**config.mk**
```make
export PLATFORM = sky130hd
export DESIGN_NAME = sweep_prune_pair_builder_flat
export DESIGN_NICKNAME = d
export VERILOG_FILES = /design/src/rtl/spp_pkg.sv /design/src/rtl/spp_if.sv /design/src/rtl/sweep_prune_pair_builder.sv /design/src/rtl/spp_front.sv /design/src/rtl/spp_queue.sv /design/src/rtl/spp_back.sv /design/src/flat_wrapper.sv
export SDC_FILE = /design/constraint.sdc
export NUM_CORES = 1
export LEC_CHECK = 0
export ABC_AREA = 0
export BUFFER_PORTS_ARGS = -buffer_cell sky130_fd_sc_hd__buf_4
export CAP_MARGIN = 10
export CORE_UTILIZATION = 60
export CTS_BUF_LIST = sky130_fd_sc_hd__clkbuf_4
export CTS_CLUSTER_SIZE = 25
export DETAILED_ROUTE_END_ITERATION = 8
export PLACE_DENSITY = 0.75
export SLEW_MARGIN = 20
export SYNTH_ARGS = -nofsm -noshare
export SYNTH_HDL_FRONTEND = slang
export SYNTH_SLANG_ARGS = --single-unit
```
**constraint.sdc**
```tcl
create_clock -name clk -period 11.3 [get_ports clk]
set_input_delay 0.565 -clock clk [delete_from_list [all_inputs] [get_ports clk]]
set_output_delay 0.565 -clock clk [all_outputs]
set_load 0.005 [all_outputs]
```
**src/rtl/spp_pkg.sv**
```systemverilog
`timescale 1ns / 1ps
`default_nettype none
// ----------------------------------------------------------------------------
// spp_pkg
// shared widths, constants and the queue entry type of the pair builder
// ----------------------------------------------------------------------------
package spp_pkg;

  localparam int ID_W     = 6;   // body id width
  localparam int CNT_W    = 11;  // pair counter width
  localparam int SET_W    = 64;  // widest open set carried through the queue
  localparam int Q_DEPTH  = 2;   // entries between front and back
  localparam int Q_PTR_W  = 1;
  localparam int Q_CNT_W  = 2;

  // one queued request: the bodies to pair with, the new body, list end mark
  typedef struct packed {
    logic [SET_W-1:0] mask;
    logic [ID_W-1:0]  body_id;
    logic             list_end;
  } entry_t;

endpackage
`default_nettype wire

```
**src/rtl/spp_if.sv**
```systemverilog
`timescale 1ns / 1ps
`default_nettype none
// ----------------------------------------------------------------------------
// spp_in_if / spp_out_if
// valid/ready channels for endpoint requests and pair results
// ----------------------------------------------------------------------------
interface spp_in_if;
  logic                     valid;
  logic                     ready;
  logic [spp_pkg::ID_W-1:0] body_id;
  logic                     is_open;
  logic                     list_end;

  modport source (output valid, output body_id, output is_open, output list_end,
                  input ready);
  modport sink (input valid, input body_id, input is_open, input list_end,
                output ready);
endinterface

interface spp_out_if;
  logic                      valid;
  logic                      ready;
  logic [spp_pkg::ID_W-1:0]  first_id;
  logic [spp_pkg::ID_W-1:0]  second_id;
  logic [spp_pkg::CNT_W-1:0] pair_number;
  logic                      last_of_run;

  modport source (output valid, output first_id, output second_id,
                  output pair_number, output last_of_run, input ready);
  modport sink (input valid, input first_id, input second_id,
                input pair_number, input last_of_run, output ready);
endinterface
`default_nettype wire

```
**src/rtl/sweep_prune_pair_builder.sv**
```systemverilog
`timescale 1ns / 1ps
`default_nettype none
// ----------------------------------------------------------------------------
// sweep_prune_pair_builder
// broad-phase pair builder over a sorted stream of interval endpoints
// ----------------------------------------------------------------------------
//
//  channel  direction  handshake      payload
//  in_ch    sink       valid/ready    body_id, is_open, list_end
//  out_ch   source     valid/ready    first_id, second_id, pair_number,
//                                     last_of_run
//
//  an endpoint request with no pairs to make stays in the front unless it ends the list
//  an opening endpoint with k open partners gives k pairs in the back:
//    the snapshot is taken off the queue, then one pair per cycle, while out_ch
//    does not stall, comes from the lowest-set-bit walk over the open set snapshot
//  a two-entry queue lets the front keep taking requests while pairs drain
//  synchronous active-low reset clears the open set, counter, queue and valid
//  out_ch stalls hold the pair register; the walk waits for it to free up
//
module sweep_prune_pair_builder #(
  parameter int MAX_BODIES = 64
) (
  input  wire logic clk,
  input  wire logic rst_n,
  spp_in_if.sink    in_ch,
  spp_out_if.source out_ch
);

  // front to queue
  logic             push;
  spp_pkg::entry_t  push_entry;
  logic             q_full;

  // queue to back
  spp_pkg::entry_t  head;
  logic             q_valid;
  logic             pop;

  // front keeps the open set and decides which requests need pairing
  spp_front #(
    .MAX_BODIES (MAX_BODIES)
  ) u_front (
    .clk        (clk),
    .rst_n      (rst_n),
    .in_ch      (in_ch),
    .q_full     (q_full),
    .push       (push),
    .push_entry (push_entry)
  );

  // snapshots waiting for the pair walk
  spp_queue u_queue (
    .clk        (clk),
    .rst_n      (rst_n),
    .push       (push),
    .push_entry (push_entry),
    .pop        (pop),
    .head       (head),
    .q_valid    (q_valid),
    .q_full     (q_full)
  );

  // back walks each snapshot and owns the running pair counter
  spp_back u_back (
    .clk     (clk),
    .rst_n   (rst_n),
    .head    (head),
    .q_valid (q_valid),
    .pop     (pop),
    .out_ch  (out_ch)
  );

endmodule
`default_nettype wire

```
**src/rtl/spp_front.sv**
```systemverilog
`timescale 1ns / 1ps
`default_nettype none
// ----------------------------------------------------------------------------
// spp_front
// accepts endpoints, keeps the open set, queues snapshots that need pairing
// ----------------------------------------------------------------------------
module spp_front #(
  parameter int MAX_BODIES = 64
) (
  input  wire logic           clk,
  input  wire logic           rst_n,
  spp_in_if.sink              in_ch,
  input  wire logic           q_full,
  output logic                push,
  output spp_pkg::entry_t     push_entry
);

  localparam logic [spp_pkg::ID_W:0] RANGE_LIM = (spp_pkg::ID_W+1)'(MAX_BODIES);

  logic [MAX_BODIES-1:0] open_set_r, open_set_nxt;
  logic [MAX_BODIES-1:0] self_bit;
  logic [MAX_BODIES-1:0] others;
  logic                  in_range;
  logic                  accept;

  assign in_ch.ready = !q_full;
  assign accept      = in_ch.valid && !q_full;
  assign in_range    = {1'b0, in_ch.body_id} < RANGE_LIM;

  always_comb begin
    for (int i = 0; i < MAX_BODIES; i++) begin
      self_bit[i] = (in_ch.body_id == spp_pkg::ID_W'(i));
    end
  end

  // bodies open before this one, never the body itself
  assign others = (in_range && in_ch.is_open) ? (open_set_r & ~self_bit) : '0;

  always_comb begin
    open_set_nxt = open_set_r;
    if (accept) begin
      if (in_ch.list_end) begin
        open_set_nxt = '0;
      end else if (in_range) begin
        open_set_nxt = in_ch.is_open ? (open_set_r | self_bit) : (open_set_r & ~self_bit);
      end
    end
  end

  always_ff @(posedge clk) begin
    if (!rst_n) begin
      open_set_r <= '0;
    end else begin
      open_set_r <= open_set_nxt;
    end
  end

  // list end must reach the back to clear the counter even without pairs
  assign push = accept && ((others != '0) || in_ch.list_end);

  always_comb begin
    push_entry                       = '0;
    push_entry.mask[MAX_BODIES-1:0]  = others;
    push_entry.body_id               = in_ch.body_id;
    push_entry.list_end              = in_ch.list_end;
  end

endmodule
`default_nettype wire

```
**src/rtl/spp_queue.sv**
```systemverilog
`timescale 1ns / 1ps
`default_nettype none
// ----------------------------------------------------------------------------
// spp_queue
// two-entry fifo between the front and the back
// ----------------------------------------------------------------------------
module spp_queue (
  input  wire logic             clk,
  input  wire logic             rst_n,
  input  wire logic             push,
  input  wire spp_pkg::entry_t  push_entry,
  input  wire logic             pop,
  output spp_pkg::entry_t       head,
  output logic                  q_valid,
  output logic                  q_full
);

  spp_pkg::entry_t                 slots_r [spp_pkg::Q_DEPTH];
  logic [spp_pkg::Q_PTR_W-1:0]     wr_ptr_r, rd_ptr_r;
  logic [spp_pkg::Q_CNT_W-1:0]     count_r, count_nxt;

  assign q_valid = (count_r != '0);
  assign q_full  = (count_r == spp_pkg::Q_CNT_W'(spp_pkg::Q_DEPTH));
  assign head    = slots_r[rd_ptr_r];

  always_comb begin
    count_nxt = count_r;
    if (push && !pop) begin
      count_nxt = count_r + 1'b1;
    end else if (pop && !push) begin
      count_nxt = count_r - 1'b1;
    end
  end

  always_ff @(posedge clk) begin
    if (!rst_n) begin
      wr_ptr_r <= '0;
      rd_ptr_r <= '0;
      count_r  <= '0;
    end else begin
      count_r <= count_nxt;
      if (push) begin
        wr_ptr_r <= wr_ptr_r + 1'b1;
      end
      if (pop) begin
        rd_ptr_r <= rd_ptr_r + 1'b1;
      end
    end
  end

  always_ff @(posedge clk) begin
    if (push) begin
      slots_r[wr_ptr_r] <= push_entry;
    end
  end

endmodule
`default_nettype wire

```
**src/rtl/spp_back.sv**
```systemverilog
`timescale 1ns / 1ps
`default_nettype none
// ----------------------------------------------------------------------------
// spp_back
// walks a queued snapshot lowest bit first, one pair per cycle while out_ch does not stall
// ----------------------------------------------------------------------------
module spp_back (
  input  wire logic           clk,
  input  wire logic           rst_n,
  input  wire spp_pkg::entry_t head,
  input  wire logic           q_valid,
  output logic                pop,
  spp_out_if.source           out_ch
);

  logic [spp_pkg::SET_W-1:0]  mask_r;
  logic [spp_pkg::ID_W-1:0]   id_r;
  logic                       last_r;
  logic                       busy_r;
  logic [spp_pkg::CNT_W-1:0]  cnt_r, cnt_nxt;

  logic                       out_valid_r;
  logic [spp_pkg::ID_W-1:0]   first_r, second_r;
  logic [spp_pkg::CNT_W-1:0]  number_r;
  logic                       last_run_r;

  logic [spp_pkg::SET_W-1:0]  lsb_hot;
  logic [spp_pkg::SET_W-1:0]  rest;
  logic [spp_pkg::ID_W-1:0]   lsb_idx;
  logic                       out_free;
  logic                       emit;

  // isolate and drop the lowest open body
  assign lsb_hot = mask_r & (~mask_r + 1'b1);
  assign rest    = mask_r & (mask_r - 1'b1);

  always_comb begin
    lsb_idx = '0;
    for (int i = 0; i < spp_pkg::SET_W; i++) begin
      if (lsb_hot[i]) begin
        lsb_idx = lsb_idx | spp_pkg::ID_W'(i);
      end
    end
  end

  assign out_free = !out_valid_r || out_ch.ready;
  assign emit     = busy_r && out_free;
  assign pop      = !busy_r && q_valid;

  always_comb begin
    cnt_nxt = cnt_r;
    if (pop && (head.mask == '0) && head.list_end) begin
      cnt_nxt = '0;
    end else if (emit) begin
      cnt_nxt = ((rest == '0) && last_r) ? '0 : cnt_r + 1'b1;
    end
  end

  always_ff @(posedge clk) begin
    if (!rst_n) begin
      busy_r      <= 1'b0;
      cnt_r       <= '0;
      out_valid_r <= 1'b0;
    end else begin
      cnt_r <= cnt_nxt;
      if (pop) begin
        busy_r <= (head.mask != '0);
      end else if (emit && (rest == '0)) begin
        busy_r <= 1'b0;
      end
      if (emit) begin
        out_valid_r <= 1'b1;
      end else if (out_ch.ready) begin
        out_valid_r <= 1'b0;
      end
    end
  end

  always_ff @(posedge clk) begin
    if (pop) begin
      mask_r <= head.mask;
      id_r   <= head.body_id;
      last_r <= head.list_end;
    end else if (emit) begin
      mask_r <= rest;
    end
    if (emit) begin
      first_r    <= lsb_idx;
      second_r   <= id_r;
      number_r   <= cnt_r;
      last_run_r <= (rest == '0);
    end
  end

  assign out_ch.valid       = out_valid_r;
  assign out_ch.first_id    = first_r;
  assign out_ch.second_id   = second_r;
  assign out_ch.pair_number = number_r;
  assign out_ch.last_of_run = last_run_r;

endmodule
`default_nettype wire

```
**src/flat_wrapper.sv**
```systemverilog
// flat-port wrapper written by rule: the top's interface ports become plain ports
module sweep_prune_pair_builder_flat 
#(
  parameter int MAX_BODIES = 64
)
  (clk, rst_n, in_ch_valid, in_ch_body_id, in_ch_is_open, in_ch_list_end, in_ch_ready, out_ch_valid, out_ch_first_id, out_ch_second_id, out_ch_pair_number, out_ch_last_of_run, out_ch_ready);
  spp_in_if in_ch_i ();
  spp_out_if out_ch_i ();
  input  wire logic clk;
  input  wire logic rst_n;
  input wire logic [$bits(in_ch_i.valid)-1:0] in_ch_valid;
  input wire logic [$bits(in_ch_i.body_id)-1:0] in_ch_body_id;
  input wire logic [$bits(in_ch_i.is_open)-1:0] in_ch_is_open;
  input wire logic [$bits(in_ch_i.list_end)-1:0] in_ch_list_end;
  output wire logic [$bits(in_ch_i.ready)-1:0] in_ch_ready;
  output wire logic [$bits(out_ch_i.valid)-1:0] out_ch_valid;
  output wire logic [$bits(out_ch_i.first_id)-1:0] out_ch_first_id;
  output wire logic [$bits(out_ch_i.second_id)-1:0] out_ch_second_id;
  output wire logic [$bits(out_ch_i.pair_number)-1:0] out_ch_pair_number;
  output wire logic [$bits(out_ch_i.last_of_run)-1:0] out_ch_last_of_run;
  input wire logic [$bits(out_ch_i.ready)-1:0] out_ch_ready;
  assign in_ch_i.valid = in_ch_valid;
  assign in_ch_i.body_id = in_ch_body_id;
  assign in_ch_i.is_open = in_ch_is_open;
  assign in_ch_i.list_end = in_ch_list_end;
  assign in_ch_ready = in_ch_i.ready;
  assign out_ch_valid = out_ch_i.valid;
  assign out_ch_first_id = out_ch_i.first_id;
  assign out_ch_second_id = out_ch_i.second_id;
  assign out_ch_pair_number = out_ch_i.pair_number;
  assign out_ch_last_of_run = out_ch_i.last_of_run;
  assign out_ch_i.ready = out_ch_ready;
  sweep_prune_pair_builder #(.MAX_BODIES(MAX_BODIES)) u_core (.clk(clk), .rst_n(rst_n), .in_ch(in_ch_i), .out_ch(out_ch_i));
endmodule
```
==> results of run 1 <==
## layout by cell type, fill, tap and decap left out, drive strengths merged, types with 6 or more instances in the layout
cell     count
a21boi       7
nor4b        8
dfxtp       82
and2        18
nand4b       8
edfxtp     237
mux2i       48
nand4       40
and3        14
a22oi       68
a32oi        6
or4         10
nor2       171
o22ai        9
nand3       45
xor2        10
clkbuf     132
nor2b       74
o31ai        6
o21a         9
o32a         6
nand4bb      7
o21ai      175
or2         11
inv         29
nor4        65
nand2       84
a211oi      15
or3         15
nor3        26
a21oi       51
mux2        15
clkinv      20
buf         52
and4         6
## layer usage
metal  vias up  global-route usage  part of all wire
met5         -                   0                 0
met4         0              0.1698             0.046
met3       147             0.05806             0.071
met2       616              0.5440              0.47
met1      6486              0.4503              0.42
li1       6050                   -                 -
## metrics by stage
stage	cell area [um^2]	power (mW)	hold WS [ns]
floorplan	16070	2.513	0.4003
global placement	16460	2.893	0.4069
detailed placement	16460	2.908	0.4063
CTS	17560	3.910	0.03419
global route	17560	4.105	0.02875
finish	17560	3.929	0.06701
## final timing paths
check,endpoint
min reg2reg,u_core.u_back.out_ch.second_id[0]
max,u_core.u_back.out_ch.last_of_run
min,u_core.u_queue.slots_r[1][6]
max reg2reg,u_core.u_back.out_ch.last_of_run
## state kept, by name, summed over array words and instances, names as in the netlist, 2 cells and up, named ones only
name                              flops
u_core.u_back.out_ch.pair_number     11
u_core.u_back.id_r                    6
u_core.u_back.mask_r                 64
u_core.u_queue.count_r                2
u_core.u_back.out_ch.first_id         6
u_core.u_queue.slots_r              142
u_core.u_front.open_set_r            64
u_core.u_back.out_ch.second_id        6
u_core.u_back.cnt_r                  11
## power by group
group / internal [mW] / leakage, nW / total, mW / switching (mW)
combinational: 0.344 / 2.30 / 1.01 / 0.664
sequential: 1.59 / 2.86 / 1.91 / 0.318
clock: 0.534 / 0.658 / 1.01 / 0.477
## layout make-up
cell class	instances	area share
antenna	1	0.0001425
tap	335	0.02387
clock buffer	132	0.05643
timing repair buffer	52	0.02223
inverter	28	0.005985
sequential	319	0.4989
multi-input combinational	1100	0.3864
clock inverter	21	0.005985
## cell families after synthesis
| group | share of synthesized area |
|---|---|
| and+or+nand+nor | 0.2120 |
| AOI/OAI and AO/OA | 0.1594 |
| DFF | 0.5451 |
| buffers and inverters | 0.03372 |
| muxes | 0.04042 |
| xor gates and xnor gates | 0.006541 |
| adders and majority gates | 0.002803 |
## worst max-delay path, cell delays in order, from the launching register on
cell	delay, ns
edfxtp_1	0.51
nor4_2	0.55
nand4b_1	0.70
nor3b_1	1.05
and2_1	0.24
o2111ai_1	0.12
or4b_4	0.55
nor4_4	0.87
==> out/qor.csv, run 1 <==
metric;value;unit
outcome;finished, violations left;
failing checks;design-rule violations;
H-tree depth;3;
total CTS buffers;83;
CP Max Fanout;13;
CTS max path bufs;3;
Seq/Total Area, Yosys;0.5451;
Fill cells;2057;
drt via density;6.690;
Multi-input gate area;6787;um^2
ranking of synthesized cells by area;edfxtp_1, dfxtp_1, o21ai_0;
Mapped Area;16070;um^2
top cells by count, synth;edfxtp_1, o21ai_0, nor2_1;
Final Util;0.6720;
layout cells sized above 1;0.1544;
total negative slack;0;ns
core box area;26130;um^2
Area Overhead vs Synth;9.306;%
setup ws final;6.353;ns
overflow left after global routing;0;
first-pass GRT wire length;71770;um
register area;8762;um^2
post-synth cell types;80;
total setup buffers inserted after CTS;0;
first-pass iteration count of the detailed router;7;
Starting Density;0.6148;
number of synthesized flops with an enable pin;237;
cts-stage hold buffer count;0;
vias in the first global route;12553;
Yosys top cell by area;edfxtp_1;
Max transition margin;0.3122;
post-synth top area share;0.4430;
via count;13299;
1st-iter DRT viols;1482;
min Tclk post-route;4.947;ns
# rows;59;
Layout Cells excl Fill;1988;
R2R setup slack;6.35;ns
WS Path Type;flip-flop to flip-flop;
Worst Tran Pin Value;1.029;ns
top_reg_cell synth;edfxtp_1;
Worst-Skew Late Latency;0.72;ns
synth warn;0;
Post-CTS Resized;0;
die height;165.6;um
Avg Inst Size Synth;10.31;um^2
CP required;11.63;ns
largest net degree at the start of global routing;102;
final hold viol count;0;
final max-slew violation count;0;
routability cong.;1.031;
final net count;1598;
hold_sp;in_ch_body_id[5];
reg2reg start;u_core.u_back.mask_r[1];
top-count cell post-synth;edfxtp_1;
fmax;202.1;MHz
worst hold path class;primary input to flip-flop;
pwr/cell area;223.7;nW/um^2
DP Wirelength;33350;um
clk slew on worst S/H paths;0.07;ns
drt drc;4;
Leakage;5.824;nW
peak supply drop;0.1526;mV
flops & latches, synth;319;
drt total wl;47320;um
syn_nets;1573;
Tcrit/Tclk final;0.4378;
Max Cap Viol;0;
Die W;165.6;um
final setup fails;0;
CTS sink count;319;
Reg2Reg Depth;7;
ANT nets after route;0;
total track usage;0.3400;
I/O Buffers;37;
initial antenna violation count;1;
skew final;0.05633;ns
hold depth;1;
Worst setup EP type;flip-flop;
Worst setup startpoint;u_core.u_back.mask_r[1];
RSZ-0062 raised after global routing;no;
io pins;38;
startpoint types;flip-flop;
Die ar.;27440;um^2
Placed Instances;1834;
Wirelength per Cell;23.80;um
CTS Root Cell;clkbuf_4;
Setup WS pre-CTS;6.511;ns
Syn Inst Count;1559;
CTS tree;done;
Worst EP arrival;5.27;ns
Synth async-reset ratio;0;
No activity file was read; power rests on OpenSTA's default activity.
==> inputs of run 2 (changes only) <==
--- a/config.mk
+++ b/config.mk
@@ -5,7 +5,7 @@
 export SDC_FILE = /design/constraint.sdc
 export NUM_CORES = 1
 export LEC_CHECK = 0
-export ABC_AREA = 0
+export ABC_AREA = 1
 export BUFFER_PORTS_ARGS = -buffer_cell sky130_fd_sc_hd__buf_4
 export CAP_MARGIN = 10
 export CORE_UTILIZATION = 60
==> constraint.sdc (replaced) <==
create_clock -name clk -period 5.1 [get_ports clk]
set_input_delay 0.255 -clock clk [delete_from_list [all_inputs] [get_ports clk]]
set_output_delay 0.255 -clock clk [all_outputs]
set_load 0.005 [all_outputs]
==> out/qor.csv, run 2 <==
metric;value;unit
outcome;finished, violations left;
failing checks;design-rule violations;
Fill cells;2144;
instance area at placement;16650;um^2
post-synth top area share;0.4421;
core box area;26210;um^2
fmax;293.6;MHz
RSZ-0062 raised after global routing;no;
Area Overhead vs Synth;10.46;%
Worst Tran Pin Value;1.055;ns
final setup fails;0;
die height;165.8;um
1st-iter DRT viols;1873;
Die W;165.8;um
startpoint types;primary input;
Tcrit/Tclk final;0.6679;
largest family of logic cells by synthesized area;simple AND/OR/NAND/NOR gates;
drt via density;5.717;
total setup buffers inserted after CTS;0;
final non-filler cell area;17780;um^2
mux contribution to synthesized area;0.005596;
Synth async-reset ratio;0;
Die ar.;27490;um^2
routability cong.;1.037;
DP Wirelength;32780;um
H-tree depth;3;
cells along the critical path;dlygate4sd3_1 -> buf_4 -> inv_1 -> nor2_1 -> nand2_1 -> nand3_1 -> inv_1 -> nor3_1 -> nand2_1 -> nor2_1 -> nand3_1 -> nor2_1 -> nand2_1 -> nand2_1 -> inv_1 -> ha_1 -> a21oi_1 -> o21ai_0 -> o21ai_0 -> a21oi_1;
Reg2Reg Depth;12;
flops & latches, synth;319;
R2R setup slack;1.77;ns
largest register by flop count;u_core.u_queue.slots_r;
clk slew on worst S/H paths;0.06;ns
post-synth cell types;43;
Power Total;8.843;mW
worst hold path class;primary input to flip-flop;
top-count cell post-synth;nand2_1;
hold_sp;in_ch_valid;
cts-stage hold buffer count;9;
overflow left after global routing;0;
Mapped Area;16100;um^2
largest stage delay on the critical path;0.78;ns
WS Path Type;primary input to flip-flop;
syn_nets;2020;
top cells by count, synth;nand2_1, nor2_1, edfxtp_1;
vias in the first global route;13353;
final net count;2097;
worst hold slack;0.1535;ns
reg2reg end;u_core.u_back.cnt_r[7];
Synth Area in Compound Gates;0.07912;
Syn Inst Count;2006;
CTS max path bufs;3;
via count;14196;
Setup WS pre-CTS;1.452;ns
Synth Area in XOR/XNOR;0.003187;
CTS tree;done;
first-pass iteration count of the detailed router;8;
Critical Path Most Common Cell;nand2_1;
Worst setup EP type;flip-flop;
initial antenna violation count;1;
top_reg_cell synth;edfxtp_1;
Max transition margin;0.2953;
Regs by FF count;u_core.u_queue.slots_r: 142 flops, u_core.u_back.mask_r: 64 flops, u_core.u_front.open_set_r: 64 flops;
layout cells sized above 1;0.09781;
hold depth;5;
first-pass GRT wire length;71560;um
Max Cap Viol;0;
# rows;59;
io pins;38;
Wirelength per Cell;18.29;um
peak supply drop;0.3925;mV
Leakage;7.163;nW
crit path buf inv count;5;
simple-gate share of the synthesized area;0.3149;
synth warn;0;
drt total wl;45400;um
Worst EP arrival;4.00;ns
ANT nets after route;0;
slowest CP cell;nor2_1;
Starting Density;0.6143;
CP required;5.69;ns
final hold viol count;0;
max FFs per register;142;
total track usage;0.3347;
min Tclk post-route;3.406;ns
Synth Area in Adders;0.001554;
Yosys top cell by area;edfxtp_1;
ranking of synthesized cells by area;edfxtp_1, nand2_1, dfxtp_1;
commonest non-fill, non-tap cell in the layout;nand2_1;
largest net degree at the start of global routing;70;
final max-slew violation count;0;
Avg Inst Size Synth;8.025;um^2
total CTS buffers;82;
skew final;0.07587;ns
Post-CTS Resized;0;
CP Max Fanout;16;
most frequent cells in the layout;nand2_1, nor2_1, edfxtp_1, o21ai_0, nand3_1;
setup ws final;1.694;ns
CTS sink count;319;
Top Family by Delay on Critical Path;simple AND/OR/NAND/NOR gates;
number of synthesized flops with an enable pin;237;
WHS Endpoint;u_core.u_queue.wr_ptr_r;
total negative slack;0;ns
drt drc;3;
I/O Buffers;37;
pwr/cell area;497.3;nW/um^2
Worst-Skew Late Latency;0.73;ns
CTS Root Cell;clkbuf_4;
Seq/Total Area, Yosys;0.5441;
-- run 2: worst max path at each step --
stage | startpoint | end | slack [ns] | cells after the start
after detailed placement | in_ch_body_id[5] | u_core.u_queue.count_r[1] | 1.45 | 18
after floorplan | in_ch_is_open | u_core.u_queue.slots_r[0][0] | 0.30 | 10
after global routing | flip-flop | u_core.u_back.cnt_r[7] | 1.42 | 14
after CTS | in_ch_body_id[5] | u_core.u_queue.count_r[1] | 1.67 | 19
final | in_ch_body_id[4] | u_core.u_queue.count_r[1] | 1.69 | 20
after global placement | in_ch_is_open | u_core.u_queue.slots_r[1][13] | 1.59 | 13
-- run 2: worst register-to-register path, cell delays in order (launching register included) --
cell	delay (ns)
dfxtp_2	0.75
inv_2	0.34
buf_4	0.38
o21ai_0	0.37
nand4_1	0.12
nor2_1	0.13
nand2_1	0.10
nor2_2	0.24
nand4_2	0.18
nand2_4	0.22
nand4_1	0.13
nand2_2	0.19
nor2_1	0.07
-- run 2: cells by family after synthesis --
logic type,count (synthesis)
simple gates,1216
flops,319
compound gates,248
buf+inv,207
mux,9
xor+xnor,5
fa+ha+maj,2
-- run 2: through the flow --
stage	instances	util
2_1_floorplan	2006	-
3_3_place_gp	2325	0.6352
3_5_place_dp	2325	0.6352
4_1_cts	2482	0.6783
5_1_grt	2483	0.6785
6_report	2483	0.6785
-- run 2: metal layers --
metal / vias to the layer above / part of all wire / global-route usage
met5: - / 0 / 0
met4: 0 / 0.040 / 0.1503
met3: 146 / 0.086 / 0.06482
met2: 669 / 0.44 / 0.5169
met1: 6514 / 0.43 / 0.4616
li1: 6867 / - / -
-- run 2: where the power goes --
part	switching [mW]	internal [mW]	total [mW]
sequential	0.495	3.58	4.08
combinational	1.84	0.751	2.59
clock	1.06	1.11	2.17
-- run 2: final cells by class --
class	count	area, um^2	share of cell area
flip-flops and latches	319	8760	0.4926
multi-input cells	1480	6540	0.3678
clock buffers	116	870.8	0.04897
inverters	141	529.3	0.02976
repair buffers	59	490.5	0.02758
well taps	335	419.2	0.02357
clock inverters	32	170.2	0.009569
diodes	1	2.502	0.0001407
